[src/rtl/multi_servo_sweep_controller_core_defines.svh]
// Assertion macros for the servo sweep controller.
// Full checks for simulation; empty bodies when SYNTH is set.
`ifndef MULTI_SERVO_SWEEP_CONTROLLER_CORE_DEFINES_SVH
`define MULTI_SERVO_SWEEP_CONTROLLER_CORE_DEFINES_SVH

`ifndef SYNTH
`define MSC_ASSERT_IMPLY(label, ante, cons) \
	label: assert property (@(posedge clk) disable iff (!arst_n) (ante) |-> (cons)) \
		else $error("msc: same-cycle check failed");
`define MSC_ASSERT_NEXT(label, ante, cons) \
	label: assert property (@(posedge clk) disable iff (!arst_n) (ante) |=> (cons)) \
		else $error("msc: next-cycle check failed");
`else
`define MSC_ASSERT_IMPLY(label, ante, cons)
`define MSC_ASSERT_NEXT(label, ante, cons)
`endif

`endif

[src/rtl/msc_pkg.sv]
package msc_pkg;

	localparam int PULSE_W    = 12;
	localparam int STEP_W     = 7;
	localparam int OP_W       = 4;
	localparam int CH_FIELD_W = 3;
	localparam int MSTEPS_W   = 48;
	localparam int MUL_W      = 20;
	localparam int SHIFT_W    = 16;
	localparam int SUM_W      = 17;

	// divide by 100: (x * DIV100_MUL) >> DIV100_SHIFT, exact for x below 2^19
	localparam int          DIV100_SHIFT = 26;
	localparam logic [19:0] DIV100_MUL   = 20'd671089;

	localparam logic [PULSE_W-1:0] PULSE_RESET      = 12'd1500;
	localparam logic [STEP_W-1:0]  SWEEP_STEP_RESET = 7'd10;
	localparam logic [STEP_W-1:0]  STEP_MIN         = 7'd1;
	localparam logic [STEP_W-1:0]  STEP_MAX         = 7'd100;
	localparam logic [STEP_W-1:0]  SLIDER_FULL      = 7'd100;
	localparam logic [3:0]         SPEED_FAST       = 4'd5;
	localparam logic [3:0]         SPEED_MED        = 4'd2;

	localparam logic [PULSE_W-1:0]  PULSE_MIN_RESET    = 12'd1000;
	localparam logic [PULSE_W-1:0]  PULSE_CENTER_RESET = 12'd1500;
	localparam logic [PULSE_W-1:0]  PULSE_MAX_RESET    = 12'd2000;
	localparam logic [STEP_W-1:0]   STEP_INC_RESET     = 7'd1;
	localparam logic [MSTEPS_W-1:0] MSTEPS_RESET       = 48'd11038234380810;

	// event codes
	localparam logic [OP_W-1:0] OP_TICK       = 4'd0;
	localparam logic [OP_W-1:0] OP_ROTATE     = 4'd1;
	localparam logic [OP_W-1:0] OP_PRESET     = 4'd2;
	localparam logic [OP_W-1:0] OP_SLIDER     = 4'd3;
	localparam logic [OP_W-1:0] OP_TOGGLE     = 4'd4;
	localparam logic [OP_W-1:0] OP_TOGGLE_ALL = 4'd5;
	localparam logic [OP_W-1:0] OP_AUTO       = 4'd6;
	localparam logic [OP_W-1:0] OP_MANUAL     = 4'd7;
	localparam logic [OP_W-1:0] OP_DCLICK     = 4'd8;
	localparam logic [OP_W-1:0] OP_START_STOP = 4'd9;

	// register indexes (byte address = 8 * index)
	localparam logic [2:0] REG_PULSE_MIN    = 3'd0;
	localparam logic [2:0] REG_PULSE_CENTER = 3'd1;
	localparam logic [2:0] REG_PULSE_MAX    = 3'd2;
	localparam logic [2:0] REG_STEP_INC     = 3'd3;
	localparam logic [2:0] REG_MANUAL_STEPS = 3'd4;

	typedef struct packed {
		logic               up;
		logic [PULSE_W-1:0] pulse;
	} chan_entry_t;

	localparam chan_entry_t CHAN_RESET = '{up: 1'b1, pulse: PULSE_RESET};

	// manual base step; channels beyond the sixth have none
	function automatic logic [7:0] manual_base(input logic [MSTEPS_W-1:0] ms,
			input logic [CH_FIELD_W-1:0] idx);
		logic [7:0] b;
		case (idx)
			3'd0:    b = ms[7:0];
			3'd1:    b = ms[15:8];
			3'd2:    b = ms[23:16];
			3'd3:    b = ms[31:24];
			3'd4:    b = ms[39:32];
			3'd5:    b = ms[47:40];
			default: b = 8'd0;
		endcase
		return b;
	endfunction

	// low bound wins over high bound
	function automatic logic [PULSE_W-1:0] clamp_pulse(input logic signed [SUM_W-1:0] x,
			input logic [PULSE_W-1:0] lo, input logic [PULSE_W-1:0] hi);
		logic signed [SUM_W-1:0] lo_x;
		logic signed [SUM_W-1:0] hi_x;
		logic [PULSE_W-1:0]      r;
		lo_x = $signed({{(SUM_W-PULSE_W){1'b0}}, lo});
		hi_x = $signed({{(SUM_W-PULSE_W){1'b0}}, hi});
		if (x < lo_x) begin
			r = lo;
		end else if (x > hi_x) begin
			r = hi;
		end else begin
			r = x[PULSE_W-1:0];
		end
		return r;
	endfunction

endpackage

[src/rtl/multi_servo_sweep_controller_core.sv]
// Each accepted event passes S_CTRL, S_PRIM and S_DISP, then either one status-only record
// (S_STAT) or a walk over the channels from channel 0 that ends at its final record;
// a new event is accepted only in S_IDLE, once the previous one is through.
// The walk takes each channel through a memory read (S_RD) and a read-modify-write (S_WR).
// Output stalls hold S_WR and S_STAT. Reset is asynchronous and clears the control state;
// channel entries read as 1500 us, sweeping up, until first written (no clearing pass).
module multi_servo_sweep_controller_core
	import msc_pkg::*;
#(
	parameter int CHANNELS = 6
) (
	input  logic        clk,
	input  logic        arst_n,
	// input event stream
	input  logic        s_tvalid,
	output logic        s_tready,
	input  logic [31:0] s_tdata,   // op[3:0], value[15:4], rot_delta[20:16], rot_speed[24:21]
	// record stream
	output logic        m_tvalid,
	input  logic        m_tready,
	output logic [39:0] m_tdata,   // channel[2:0], pulse_us[14:3], enable[15],
	                               // display_pulse[27:16], multi_select[28], auto_on[29],
	                               // sweep_on[30], sweep_step_now[37:31]
	output logic        m_tuser,   // pulse_valid
	output logic        m_tlast,   // final record of the event
	// configuration
	input  logic        psel,
	input  logic        penable,
	input  logic        pwrite,
	input  logic [5:0]  paddr,
	input  logic [63:0] pwdata,
	output logic [63:0] prdata,
	output logic        pready
);

`include "multi_servo_sweep_controller_core_defines.svh"

	localparam int                CH_W     = (CHANNELS > 1) ? $clog2(CHANNELS) : 1;
	localparam logic [CH_W-1:0]   CH_LAST  = CH_W'(CHANNELS - 1);
	localparam logic [CHANNELS-1:0] ALL_MASK = '1;

	// sequencer states
	localparam logic [2:0] S_IDLE = 3'd0;  // waiting for an event
	localparam logic [2:0] S_CTRL = 3'd1;  // flags, mask, step; products
	localparam logic [2:0] S_PRIM = 3'd2;  // read lowest selected channel
	localparam logic [2:0] S_DISP = 3'd3;  // display pulse, slide/rotate offset
	localparam logic [2:0] S_RD   = 3'd4;  // read channel ch_q
	localparam logic [2:0] S_WR   = 3'd5;  // modify, write back, emit record
	localparam logic [2:0] S_STAT = 3'd6;  // status-only record

	// what the channel walk does
	localparam logic [2:0] K_NONE   = 3'd0;
	localparam logic [2:0] K_TICK   = 3'd1;
	localparam logic [2:0] K_SHIFT  = 3'd2;
	localparam logic [2:0] K_PRESET = 3'd3;
	localparam logic [2:0] K_TOGGLE = 3'd4;
	localparam logic [2:0] K_ALL    = 3'd5;

	// ---------------------------------------------------------------
	// configuration registers
	// ---------------------------------------------------------------
	logic [PULSE_W-1:0]  pmin_q, pcen_q, pmax_q;
	logic [STEP_W-1:0]   sinc_q;
	logic [MSTEPS_W-1:0] msteps_q;
	logic                cfg_wr;

	assign pready = 1'b1;
	assign cfg_wr = psel && penable && pwrite;

	always_ff @(posedge clk or negedge arst_n) begin
		if (!arst_n) begin
			pmin_q   <= PULSE_MIN_RESET;
			pcen_q   <= PULSE_CENTER_RESET;
			pmax_q   <= PULSE_MAX_RESET;
			sinc_q   <= STEP_INC_RESET;
			msteps_q <= MSTEPS_RESET;
		end else if (cfg_wr) begin
			unique case (paddr[5:3])
				REG_PULSE_MIN:    pmin_q   <= pwdata[PULSE_W-1:0];
				REG_PULSE_CENTER: pcen_q   <= pwdata[PULSE_W-1:0];
				REG_PULSE_MAX:    pmax_q   <= pwdata[PULSE_W-1:0];
				REG_STEP_INC:     sinc_q   <= pwdata[STEP_W-1:0];
				REG_MANUAL_STEPS: msteps_q <= pwdata[MSTEPS_W-1:0];
				default: ;
			endcase
		end
	end

	always_comb begin
		case (paddr[5:3])
			REG_PULSE_MIN:    prdata = 64'(pmin_q);
			REG_PULSE_CENTER: prdata = 64'(pcen_q);
			REG_PULSE_MAX:    prdata = 64'(pmax_q);
			REG_STEP_INC:     prdata = 64'(sinc_q);
			REG_MANUAL_STEPS: prdata = 64'(msteps_q);
			default:          prdata = '0;
		endcase
	end

	// ---------------------------------------------------------------
	// sequencer and control state
	// ---------------------------------------------------------------
	logic [2:0]                 state_q;
	logic [OP_W-1:0]            op_q;
	logic [PULSE_W-1:0]         val_q;
	logic signed [4:0]          delta_q;
	logic [3:0]                 speed_q;
	logic [CHANNELS-1:0]        mask_q;
	logic                       auto_q, run_q;
	logic [STEP_W-1:0]          step_q;
	logic [2:0]                 kind_q;
	logic signed [MUL_W-1:0]    mul_q;     // rotate offset or slider pos*range
	logic [38:0]                prodm_q;   // |pos*range| times reciprocal of 100
	logic signed [SHIFT_W-1:0]  shift_q;
	logic [PULSE_W-1:0]         disp_q;
	logic [CH_W-1:0]            ch_q;
	logic                       first_q;

	// output register
	logic                   m_valid_q;
	logic [CH_FIELD_W-1:0]  o_ch_q;
	logic [PULSE_W-1:0]     o_pulse_q, o_disp_q;
	logic                   o_en_q, o_pv_q, o_multi_q, o_auto_q, o_sweep_q, o_last_q;
	logic [STEP_W-1:0]      o_step_q;

	// channel store
	logic        ram_wr_en, ram_rd_en;
	logic [CH_W-1:0] ram_rd_addr;
	chan_entry_t ram_wr_data, ram_rd_data;

	assign s_tready = (state_q == S_IDLE);

	// lowest selected channel
	logic [CH_W-1:0] prim_idx;
	logic            prim_any;
	logic            multi;

	always_comb begin
		prim_idx = '0;
		for (int i = CHANNELS - 1; i >= 0; i--) begin
			if (mask_q[i]) prim_idx = CH_W'(i);
		end
	end
	assign prim_any = |mask_q;
	assign multi    = |(mask_q & (mask_q - 1'b1));

	// ---- CTRL stage arithmetic ----
	logic [7:0]              base;
	logic [10:0]             st;
	logic signed [16:0]      delta_x, st_x, mv;
	logic [6:0]              pos;
	logic signed [MUL_W-1:0] range_x, pos_x, slide;
	logic signed [11:0]      d12, inc_x, inc_prod;
	logic signed [12:0]      s_new;
	logic [STEP_W-1:0]       s_clamped;
	logic [2:0]              kind_d;

	assign base = manual_base(msteps_q, CH_FIELD_W'(prim_idx));

	always_comb begin
		if (speed_q > SPEED_FAST) begin
			st = (11'(base) << 2) + 11'(base);
		end else if (speed_q > SPEED_MED) begin
			st = 11'(base) << 1;
		end else begin
			st = 11'(base);
		end
	end

	assign delta_x = {{12{delta_q[4]}}, delta_q};
	assign st_x    = $signed({6'b0, st});
	assign mv      = delta_x * st_x;

	assign pos     = (val_q > 12'(SLIDER_FULL)) ? SLIDER_FULL : val_q[6:0];
	assign pos_x   = $signed({13'b0, pos});
	assign range_x = $signed({8'b0, pmax_q}) - $signed({8'b0, pmin_q});
	assign slide   = pos_x * range_x;

	assign d12      = {{7{delta_q[4]}}, delta_q};
	assign inc_x    = $signed({5'b0, sinc_q});
	assign inc_prod = d12 * inc_x;
	assign s_new    = $signed({6'b0, step_q}) + {inc_prod[11], inc_prod};

	always_comb begin
		if (s_new < $signed({6'b0, STEP_MIN})) begin
			s_clamped = STEP_MIN;
		end else if (s_new > $signed({6'b0, STEP_MAX})) begin
			s_clamped = STEP_MAX;
		end else begin
			s_clamped = s_new[STEP_W-1:0];
		end
	end

	always_comb begin
		unique case (op_q)
			OP_TICK:       kind_d = (run_q && auto_q && prim_any) ? K_TICK : K_NONE;
			OP_ROTATE:     kind_d = (!auto_q && !run_q && prim_any) ? K_SHIFT : K_NONE;
			OP_PRESET:     kind_d = prim_any ? K_PRESET : K_NONE;
			OP_SLIDER:     kind_d = prim_any ? K_SHIFT : K_NONE;
			OP_TOGGLE:     kind_d = (val_q < 12'(CHANNELS)) ? K_TOGGLE : K_NONE;
			OP_TOGGLE_ALL: kind_d = K_ALL;
			default:       kind_d = K_NONE;
		endcase
	end

	// ---- PRIM stage: divide by 100 via reciprocal ----
	logic [18:0] mag;
	assign mag = mul_q[MUL_W-1] ? 19'(-mul_q) : mul_q[18:0];

	// ---- DISP stage: slider offset from the primary's current pulse ----
	logic [12:0]               quo;
	logic signed [13:0]        quo_s;
	logic signed [SHIFT_W-1:0] slide_shift;

	assign quo         = prodm_q[DIV100_SHIFT +: 13];
	assign quo_s       = mul_q[MUL_W-1] ? -$signed({1'b0, quo}) : $signed({1'b0, quo});
	assign slide_shift = $signed({4'b0, pmin_q}) + {{2{quo_s[13]}}, quo_s}
		- $signed({4'b0, ram_rd_data.pulse});

	// ---- WR stage: one channel ----
	logic                    sel, higher_sel, modkind, emit, rec_last, rec_en;
	logic signed [SUM_W-1:0] pw_x, hi_x, lo_x, stepped;
	chan_entry_t             new_ent;
	logic                    out_free, out_load, load_last;

	assign sel     = mask_q[ch_q];
	assign modkind = (kind_q == K_TICK) || (kind_q == K_SHIFT) || (kind_q == K_PRESET);
	assign pw_x    = $signed({5'b0, ram_rd_data.pulse});
	assign hi_x    = $signed({5'b0, pmax_q});
	assign lo_x    = $signed({5'b0, pmin_q});
	assign stepped = ram_rd_data.up ? pw_x + $signed({10'b0, step_q})
	                                : pw_x - $signed({10'b0, step_q});

	always_comb begin
		higher_sel = 1'b0;
		for (int i = 0; i < CHANNELS; i++) begin
			if (mask_q[i] && (i > int'(ch_q))) higher_sel = 1'b1;
		end
	end

	always_comb begin
		new_ent  = ram_rd_data;
		emit     = 1'b0;
		rec_last = 1'b0;
		rec_en   = 1'b1;
		case (kind_q)
			K_TICK: begin
				emit     = sel;
				rec_last = !higher_sel;
				// top bound tested first, bounce reverses direction
				if (stepped >= hi_x) begin
					new_ent.pulse = pmax_q;
					new_ent.up    = 1'b0;
				end else if (stepped <= lo_x) begin
					new_ent.pulse = pmin_q;
					new_ent.up    = 1'b1;
				end else begin
					new_ent.pulse = stepped[PULSE_W-1:0];
				end
			end
			K_SHIFT: begin
				emit          = sel;
				rec_last      = !higher_sel;
				new_ent.pulse = clamp_pulse(pw_x + {shift_q[SHIFT_W-1], shift_q},
					pmin_q, pmax_q);
			end
			K_PRESET: begin
				emit          = sel;
				rec_last      = !higher_sel;
				new_ent.pulse = clamp_pulse($signed({5'b0, val_q}), pmin_q, pmax_q);
			end
			K_TOGGLE: begin
				emit     = (12'(ch_q) == val_q);
				rec_last = 1'b1;
				rec_en   = sel;
			end
			K_ALL: begin
				emit     = 1'b1;
				rec_last = (ch_q == CH_LAST);
				rec_en   = sel;
			end
			default: ;
		endcase
	end

	assign out_free  = !m_valid_q || m_tready;
	assign out_load  = ((state_q == S_WR) && emit || (state_q == S_STAT)) && out_free;
	assign load_last = out_load && ((state_q == S_STAT) || rec_last);

	// write-back only once the record can leave; the walk never reads an entry
	// it has not finished with, so no forwarding is needed
	assign ram_wr_en   = (state_q == S_WR) && emit && modkind && out_free;
	assign ram_wr_data = new_ent;
	assign ram_rd_en   = (state_q == S_PRIM) || (state_q == S_RD);
	assign ram_rd_addr = (state_q == S_PRIM) ? prim_idx : ch_q;

	msc_chan_ram #(
		.DEPTH (CHANNELS),
		.AW    (CH_W)
	) u_ram (
		.clk     (clk),
		.arst_n  (arst_n),
		.wr_en   (ram_wr_en),
		.wr_addr (ch_q),
		.wr_data (ram_wr_data),
		.rd_en   (ram_rd_en),
		.rd_addr (ram_rd_addr),
		.rd_data (ram_rd_data)
	);

	// event payload, products and working values need no reset
	always_ff @(posedge clk) begin
		if (s_tvalid && s_tready) begin
			op_q    <= s_tdata[3:0];
			val_q   <= s_tdata[15:4];
			delta_q <= s_tdata[20:16];
			speed_q <= s_tdata[24:21];
		end
		if (state_q == S_CTRL) begin
			kind_q <= kind_d;
			mul_q  <= (op_q == OP_ROTATE) ? {{(MUL_W-17){mv[16]}}, mv} : slide;
		end
		if (state_q == S_PRIM) begin
			prodm_q <= mag * DIV100_MUL;
		end
		if (state_q == S_DISP) begin
			disp_q  <= prim_any ? ram_rd_data.pulse : pcen_q;
			shift_q <= (op_q == OP_ROTATE) ? mul_q[SHIFT_W-1:0] : slide_shift;
		end
		// display follows the lowest selected channel once it is rewritten
		if (ram_wr_en && first_q) begin
			disp_q <= new_ent.pulse;
		end
		if (out_load) begin
			o_ch_q    <= (state_q == S_WR) ? CH_FIELD_W'(ch_q) : '0;
			o_pulse_q <= (state_q == S_WR) ? new_ent.pulse : '0;
			o_en_q    <= (state_q == S_WR) && rec_en;
			o_pv_q    <= (state_q == S_WR);
			o_disp_q  <= (ram_wr_en && first_q) ? new_ent.pulse : disp_q;
			o_multi_q <= multi;
			o_auto_q  <= auto_q;
			o_sweep_q <= run_q;
			o_step_q  <= step_q;
			o_last_q  <= (state_q == S_STAT) || rec_last;
		end
	end

	always_ff @(posedge clk or negedge arst_n) begin
		if (!arst_n) begin
			state_q   <= S_IDLE;
			mask_q    <= CHANNELS'(1);
			auto_q    <= 1'b1;
			run_q     <= 1'b0;
			step_q    <= SWEEP_STEP_RESET;
			ch_q      <= '0;
			first_q   <= 1'b0;
			m_valid_q <= 1'b0;
		end else begin
			if (out_load) begin
				m_valid_q <= 1'b1;
			end else if (m_tready) begin
				m_valid_q <= 1'b0;
			end

			unique case (state_q)
				S_IDLE: begin
					if (s_tvalid) state_q <= S_CTRL;
				end
				S_CTRL: begin
					case (op_q)
						OP_ROTATE: begin
							if (auto_q && run_q) step_q <= s_clamped;
						end
						OP_TOGGLE: begin
							if (val_q < 12'(CHANNELS)) begin
								mask_q[val_q[CH_W-1:0]] <= !mask_q[val_q[CH_W-1:0]];
							end
						end
						OP_TOGGLE_ALL: mask_q <= (mask_q == ALL_MASK) ? '0 : ALL_MASK;
						OP_AUTO: begin
							if (!run_q) auto_q <= 1'b1;
						end
						OP_MANUAL: begin
							if (!run_q) auto_q <= 1'b0;
						end
						OP_DCLICK:     auto_q <= 1'b1;
						OP_START_STOP: begin
							if (auto_q) run_q <= !run_q;
						end
						default: ;
					endcase
					state_q <= S_PRIM;
				end
				S_PRIM: state_q <= S_DISP;
				S_DISP: begin
					ch_q    <= '0;
					first_q <= 1'b1;
					state_q <= (kind_q == K_NONE) ? S_STAT : S_RD;
				end
				S_RD: state_q <= S_WR;
				S_WR: begin
					if (!emit || out_free) begin
						if (emit) first_q <= 1'b0;
						if ((emit && rec_last) || (ch_q == CH_LAST)) begin
							state_q <= S_IDLE;
						end else begin
							ch_q    <= ch_q + 1'b1;
							state_q <= S_RD;
						end
					end
				end
				S_STAT: begin
					if (out_free) state_q <= S_IDLE;
				end
				default: state_q <= S_IDLE;
			endcase
		end
	end

	assign m_tvalid = m_valid_q;
	assign m_tdata  = {2'b0, o_step_q, o_sweep_q, o_auto_q, o_multi_q, o_disp_q,
	                   o_en_q, o_pulse_q, o_ch_q};
	assign m_tuser  = o_pv_q;
	assign m_tlast  = o_last_q;

	// ---------------------------------------------------------------
	// checks
	// ---------------------------------------------------------------
	`MSC_ASSERT_IMPLY(a_step_in_range, 1'b1, (step_q >= STEP_MIN) && (step_q <= STEP_MAX))
	`MSC_ASSERT_IMPLY(a_status_beat_is_last, m_tvalid && !m_tuser, m_tlast)
	`MSC_ASSERT_NEXT(a_last_beat_ends_event, load_last, state_q == S_IDLE)

endmodule

[src/rtl/msc_chan_ram.sv]
module msc_chan_ram
	import msc_pkg::*;
#(
	parameter int DEPTH = 6,
	parameter int AW    = 3
) (
	input  logic          clk,
	input  logic          arst_n,
	input  logic          wr_en,
	input  logic [AW-1:0] wr_addr,
	input  chan_entry_t   wr_data,
	input  logic          rd_en,
	input  logic [AW-1:0] rd_addr,
	output chan_entry_t   rd_data
);

	chan_entry_t      mem_q [DEPTH];
	logic [DEPTH-1:0] vld_q;
	chan_entry_t      rd_s1;
	logic             rd_vld_s1;

	always_ff @(posedge clk) begin
		if (wr_en) begin
			mem_q[wr_addr] <= wr_data;
		end
		if (rd_en) begin
			rd_s1 <= mem_q[rd_addr];
		end
	end

	// per-entry written flags: unwritten entries read as the reset entry
	always_ff @(posedge clk or negedge arst_n) begin
		if (!arst_n) begin
			vld_q     <= '0;
			rd_vld_s1 <= 1'b0;
		end else begin
			if (wr_en) begin
				vld_q[wr_addr] <= 1'b1;
			end
			if (rd_en) begin
				rd_vld_s1 <= vld_q[rd_addr];
			end
		end
	end

	assign rd_data = rd_vld_s1 ? rd_s1 : CHAN_RESET;

endmodule
[config.mk]
export PLATFORM = sky130hd
export DESIGN_NAME = multi_servo_sweep_controller_core
export DESIGN_NICKNAME = d
export VERILOG_FILES = /design/src/rtl/msc_pkg.sv /design/src/rtl/multi_servo_sweep_controller_core.sv /design/src/rtl/msc_chan_ram.sv
export VERILOG_INCLUDE_DIRS = /design/src /design/src/rtl
export SDC_FILE = /design/constraint.sdc
export NUM_CORES = 2
export LEC_CHECK = 0
export ABC_AREA = 1
export BUFFER_PORTS_ARGS = -buffer_cell sky130_fd_sc_hd__clkbuf_2
export CORE_MARGIN = 2
export CORE_UTILIZATION = 50
export DETAILED_ROUTE_END_ITERATION = 16
export GPL_TIMING_DRIVEN = 1
export PLACE_DENSITY_LB_ADDON = 0.12
export SLEW_MARGIN = 25
export SYNTH_ARGS = -nofsm -noshare
export SYNTH_HDL_FRONTEND = slang
export SYNTH_SLANG_ARGS = --single-unit
[constraint.sdc]
create_clock -name clk -period 21.8 [get_ports clk]
set_clock_uncertainty 0.15 [all_clocks]
set_input_delay 1.09 -clock clk [delete_from_list [all_inputs] [get_ports clk]]
set_output_delay 1.09 -clock clk [all_outputs]
set_load 0.02 [all_outputs]
Word-level counts from Yosys, hierarchy flattened
Memories as Yosys holds them, arrays and structs flattened. A register that Yosys moved wholly into a read port is not among the register bits.
Cells that the tools add are included.
{"block": "totals", "input_bits": 109, "ramBits": 78, "mem_count": 1, "ff_bits": 276, "elab_cells": 256}
{"name": "u_ram.mem_q", "depth": 6, "word_bits": 13, "read_ports": 1, "rd_clocked_by_memory_dff": 1, "wr": 1, "line_no": "msc_chan_ram.sv:17", "source": "chan_entry_t mem_q [DEPTH];"}
{"block": "op_classes", "magnitude_cmp": 22, "n_addsub": 12, "n_reduce_logical": 61, "n_bitwise": 2, "multipliers": 4, "n_eq_ne": 40, "n_mux": 80}
{"operator": "48-bit one-hot mux with 5 select lines", "n": 1}
{"operator": "12-bit two-way mux", "n": 9}
{"operator": "8-bit one-hot mux with 6 select lines", "n": 1}
{"operator": "3-bit two-way mux", "n": 14}
{"operator": "19-bit by 20-bit multiplier with 39-bit output, second input constant", "n": 1}
{"operator": "12-bit one-hot mux with 3 select lines", "n": 1}
{"operator": "3-bit equality test, second input constant", "n": 9}
{"operator": "13-bit two-way mux", "n": 2}
{"operator": "3-bit by 2-bit equality test with 1-bit output, second input constant", "n": 8}
{"operator": "1-bit two-way mux", "n": 22}
{"operator": "1-bit logical AND", "n": 21}
{"operator": "7-bit two-way mux", "n": 3}
{"operator": "3-bit one-hot mux with 7 select lines", "n": 1}
{"operator": "8-bit by 13-bit multiplier with 20-bit output", "n": 1}
{"operator": "20-bit two-way mux", "n": 1}
{"operator": "19-bit two-way mux", "n": 1}
{"operator": "19-bit negator", "n": 1}
{"operator": "3-bit one-hot mux with 6 select lines", "n": 1}
{"operator": "3-bit AND reduction", "n": 6}
{"operator": "13-bit by 16-bit adder with 17-bit output", "n": 1}
{"operator": "17-bit by 13-bit greater-or-equal comparator with 1-bit output", "n": 1}
{"operator": "17-bit by 13-bit > comparator with 1-bit output", "n": 1}
{"operator": "17-bit by 13-bit <= comparator with 1-bit output", "n": 1}
{"operator": "17-bit by 13-bit less-than comparator with 1-bit output", "n": 1}
{"operator": "61 further kinds", "n": 112}

Depth between registers and ports, before layout
{"block": "depth", "depth_word": 14, "depth_mapped": 43, "depth_no_buf": 43}

By module
From an unflattened synthesis, not the netlist that was laid out.
{"block": "unflattened", "hier_cells": 4297, "area_unflattened_um2": 35027.3}
{"module": "multi_servo_sweep_controller_core", "seq_area_each_um2": 6771.5, "cells_per_inst": 3983, "instances": 1, "area_per_inst_um2": 31169.9}
{"module": "msc_chan_ram", "seq_area_each_um2": 2907.8, "cells_per_inst": 314, "instances": 1, "area_per_inst_um2": 3857.4}

Worst setup path after synthesis
OpenSTA, ideal clock, no wires.
{"block": "synth_timing", "path_kind": "register -> register", "start": "reg mul_q[0]", "end": "reg prodm_q[36] (data pin)", "required_time_ns": 21.398, "t_arrival_ns": 6.796, "period_less_slack_ns": 7.199, "setup_ns": 0.252, "setup_slack_ns": 14.601, "stages_incl_launch_ff": 30, "path_buffers": 0, "cell_sequence": "edfxtp_1 -> inv_1 -> ha_1 -> nand3_1 -> nor2_1 -> inv_1 -> nor3_1 -> nand2_1 -> or3_1 -> o31ai_1 -> xor2_1 -> inv_1 -> ha_1 -> inv_1 -> fa_1 -> inv_1 -> fa_1 -> fa_1 -> fa_1 -> fa_1 -> ha_1 -> nand2_1 -> nor2_1 -> nand2_1 -> nor3_1 -> nand3_1 -> nand2_1 -> nand3_1 -> nand3_1 -> nand2_1"}
{"block": "synth_via", "elab_chain_len": 3}
{"element": "start, declared", "line_no": "multi_servo_sweep_controller_core.sv:112", "source": "logic signed [MUL_W-1:0] mul_q;"}
{"element": "start signal, assigned", "line_no": "multi_servo_sweep_controller_core.sv:321", "source": "mul_q <= (op_q == OP_ROTATE) ? {{(MUL_W-17){mv[16]}}, mv} : slide;"}
{"element": "19-bit negator", "line_no": "multi_servo_sweep_controller_core.sv:208", "source": "assign mag = mul_q[MUL_W-1] ? 19'(-mul_q) : mul_q[18:0];"}
{"element": "19-bit two-way mux (*)", "line_no": "multi_servo_sweep_controller_core.sv:208"}
{"element": "19-bit by 20-bit multiplier with 39-bit output (*)", "line_no": "multi_servo_sweep_controller_core.sv:324", "source": "prodm_q <= mag * DIV100_MUL;"}
{"element": "end signal, assigned", "line_no": "multi_servo_sweep_controller_core.sv:324"}
{"element": "end, declared", "line_no": "multi_servo_sweep_controller_core.sv:113", "source": "logic [38:0] prodm_q;"}
Every way passes the cells marked *; elsewhere a longest branch is shown, timed or not.
A chain may end at the register's enable or synchronous reset.

Final worst setup path
{"block": "layout_timing", "start": "reg mul_q[0]", "end": "reg prodm_q[35] (data pin)"}
Same word-level chain as after synthesis.

==> results.cfg <==
[grt]
grt_use_total_pct = 30.5
grt_util_met3_pct = 3.33
grt_max_degree = 97
gr-total-overflow = 0
grt_use_met2_pct = 51.7
met1_usage_pct = 38.9
grt_pass1_wl_mm = 165
antenna_found_initial = 1
grt_pass1_vias = 28413
busiest_layer = met2

[cts]
clkSinkCount = 341
clock_tree.buffer_depth = 3
root_buffer = clkbuf_16
cts_buffers = 41
ctsResizeCount = 0
cts_tree = done
insertion_delay_ns = 0.59
post_cts_buffers = 0
path_clk_slew_ns = 0.06
htreeDepth = 2
postCtsHoldBufs = 0

[flow_run]
maxCapViolations = 0

[detailed_routing]
routed_wl_mm = 109
vias = 29258
via_per_inst = 5.37
drtAntennaViolNets = 0
drt_iter0_markers = 2207
drc_errors = 0
drt_first_pass_iters = 6
wl_per_cell_um = 20.0

[synthesis]
yosysTopAreaCell = edfxtp_1
yosysSeqAreaShare_pct = 27.7
synth_ff_type = edfxtp_1
yosysTopAreaCellShare_pct = 18.9
synth_edf_count = 220
synth_common_cells = nand2_1 (862), inv_1 (849), ha_1 (398), nor2_1 (381)
synthCells = 4328
yosysMostFrequentCell = nand2_1
synth_area_leaders = edfxtp_1 (19%), fa_1 (15%), ha_1 (14%), nand2_1 (9.3%), inv_1 (9.1%)
ys_ff_latch = 341
yosysWarnings = 0
ys_async_sr_fraction_pct = 35.5
synth.distinct_cells = 63
avgSynthCellArea_sq_um = 8.08
syn_area_sq_um = 35000

[die]
die_y_um = 268
rows = 96
start_util_pct = 50.7
io_pins = 218
dieArea_sq_um = 72000
core-area_sq_um = 68900
dieWidth_um = 268

[timing]
finalSetupViolations = 0
fin_crit_sh_pct = 40.8
hold_viol_final = 0
worst_slew_pin_slew_ns = 1.05
max_slew_margin_pct = 29.9
max_freq_mhz = 112
post-route-min-period_ns = 8.90
slew_violations = 0
rsz0062_at_grt = false
setup_tns_ns = 0

[final_layout]
syn2layout_area_growth_pct = 9.34
diodes = 0
final_nets = 5248
layout-drive-gt1-share_pct = 8.86
nFillCells = 6638

[place]
place.gp.congestion = 0.998
hpwlAfterDp_mm = 88.7
numPortBuffers = 172

[worst_setup_path]
critPathRequiredTime_ns = 22.00
slowest_delay_ns = 0.64
worst_setup_path_end_kind = flip-flop
arrival_ns = 9.10
criticalPathCategory = reg -> reg
worstSetupStartpointType = flip-flop
slowest_stage = edfxtp_1
cp_max_fo = 8

[worst_hold_path]
min_path_type = reg -> reg

[run_status]
outcome = finished, final reports clean
## cell families after synthesis
kind of cell	count (synthesis)	synth area share [%]
AND/OR/NAND/NOR	1616	19.5
buffers and inverters	972	10.8
adder cells (fa/ha/maj)	656	29.0
AO/OA/AOI/OAI	633	10.3
flip-flops	341	27.7
XOR/XNOR	105	2.63
multiplexers	3	0.0931
other	2	0.0215
## through the flow
stage / setup slack, ns / std cells / instance area [sq um] / utilization [%] / hold slack, ns
floorplan: 14.60 / 4345 / 35000 / - / 0.274
global placement: 13.05 / 5370 / 36800 / 53.4 / 0.287
detailed placement: 13.01 / 5370 / 36900 / 53.5 / 0.293
CTS: 12.98 / 5445 / 38200 / 55.4 / 0.307
global route: 12.51 / 5446 / 38200 / 55.4 / 0.327
finish: 12.90 / 5446 / 38200 / 55.4 / 0.309
## metal layers
| layer | vias to the layer above | share of wire [%] |
|---|---|---|
| li1 | 14209 | - |
| met1 | 13857 | 41 |
| met2 | 968 | 47 |
| met3 | 224 | 5.7 |
| met4 | 0 | 5.6 |
| met5 | - | 0 |
## critical path, delay by kind of cell, from the launching register on
| family | cells | cell delay (ns) |
|---|---|---|
| adder cells (fa/ha/maj) | 8 | 3.71 |
| AO/OA/AOI/OAI | 2 | 0.36 |
| XOR/XNOR | 2 | 0.93 |
| AND/OR/NAND/NOR | 12 | 1.76 |
| buffers and inverters | 6 | 1.14 |
| flip-flops | 1 | 0.64 |
## path summary, 6_finish.rpt
check / start / to / slack [ns] / cells after the start
hold reg to reg: u_ram.vld_q[5]$_DFFE_PN0P_ / u_ram.vld_q[5]$_DFFE_PN0P_ / 0.31 / 2
max in group asynchronous: arst_n / pmin_q[10]$_DFFE_PN0P_ / 19.94 / 2
setup / recovery: mul_q[0]$_DFFE_PN_ / prodm_q[35]$_DFFE_PP_ / 12.90 / 30
setup reg to reg: mul_q[0]$_DFFE_PN_ / prodm_q[35]$_DFFE_PP_ / 12.90 / 30
min in group asynchronous: arst_n / msteps_q[28]$_DFFE_PN0P_ / 0.35 / 1
hold / removal: u_ram.vld_q[5]$_DFFE_PN0P_ / u_ram.vld_q[5]$_DFFE_PN0P_ / 0.31 / 2
## layout by cell type (no fill, tap or decap), drive strengths merged, types with 43 or more instances in the layout
cell	instances
nand2	875
inv	862
ha	398
nor2	390
o21ai	264
fa	258
clkbuf	221
edfxtp	220
nand3	215
a21oi	195
dfrtp	85
xor2	80
nor3	47
o211ai	43
## sequential cells by signal, summed over array words and instances (netlist names), 13 cells and up
register     count
u_ram.mem_q     78
u_ram.rd_s1     13
prodm_q         13
msteps_q        48
mul_q           20
shift_q         16
## area by class of cell
type / count / area [sq um] / area share (%)
multi-input cells: 3032 / 21700 / 56.7
well taps: 931 / 1160 / 3.05
clock inverters: 25 / 191 / 0.501
inverters: 862 / 3240 / 8.47
clock buffers: 50 / 1140 / 2.99
repair buffers: 205 / 1130 / 2.97
flip-flops and latches: 341 / 9680 / 25.3
Power is left out: the tool's default activity adds up to more than one toggle a clock period on the data nets, which glitch-free logic cannot reach.
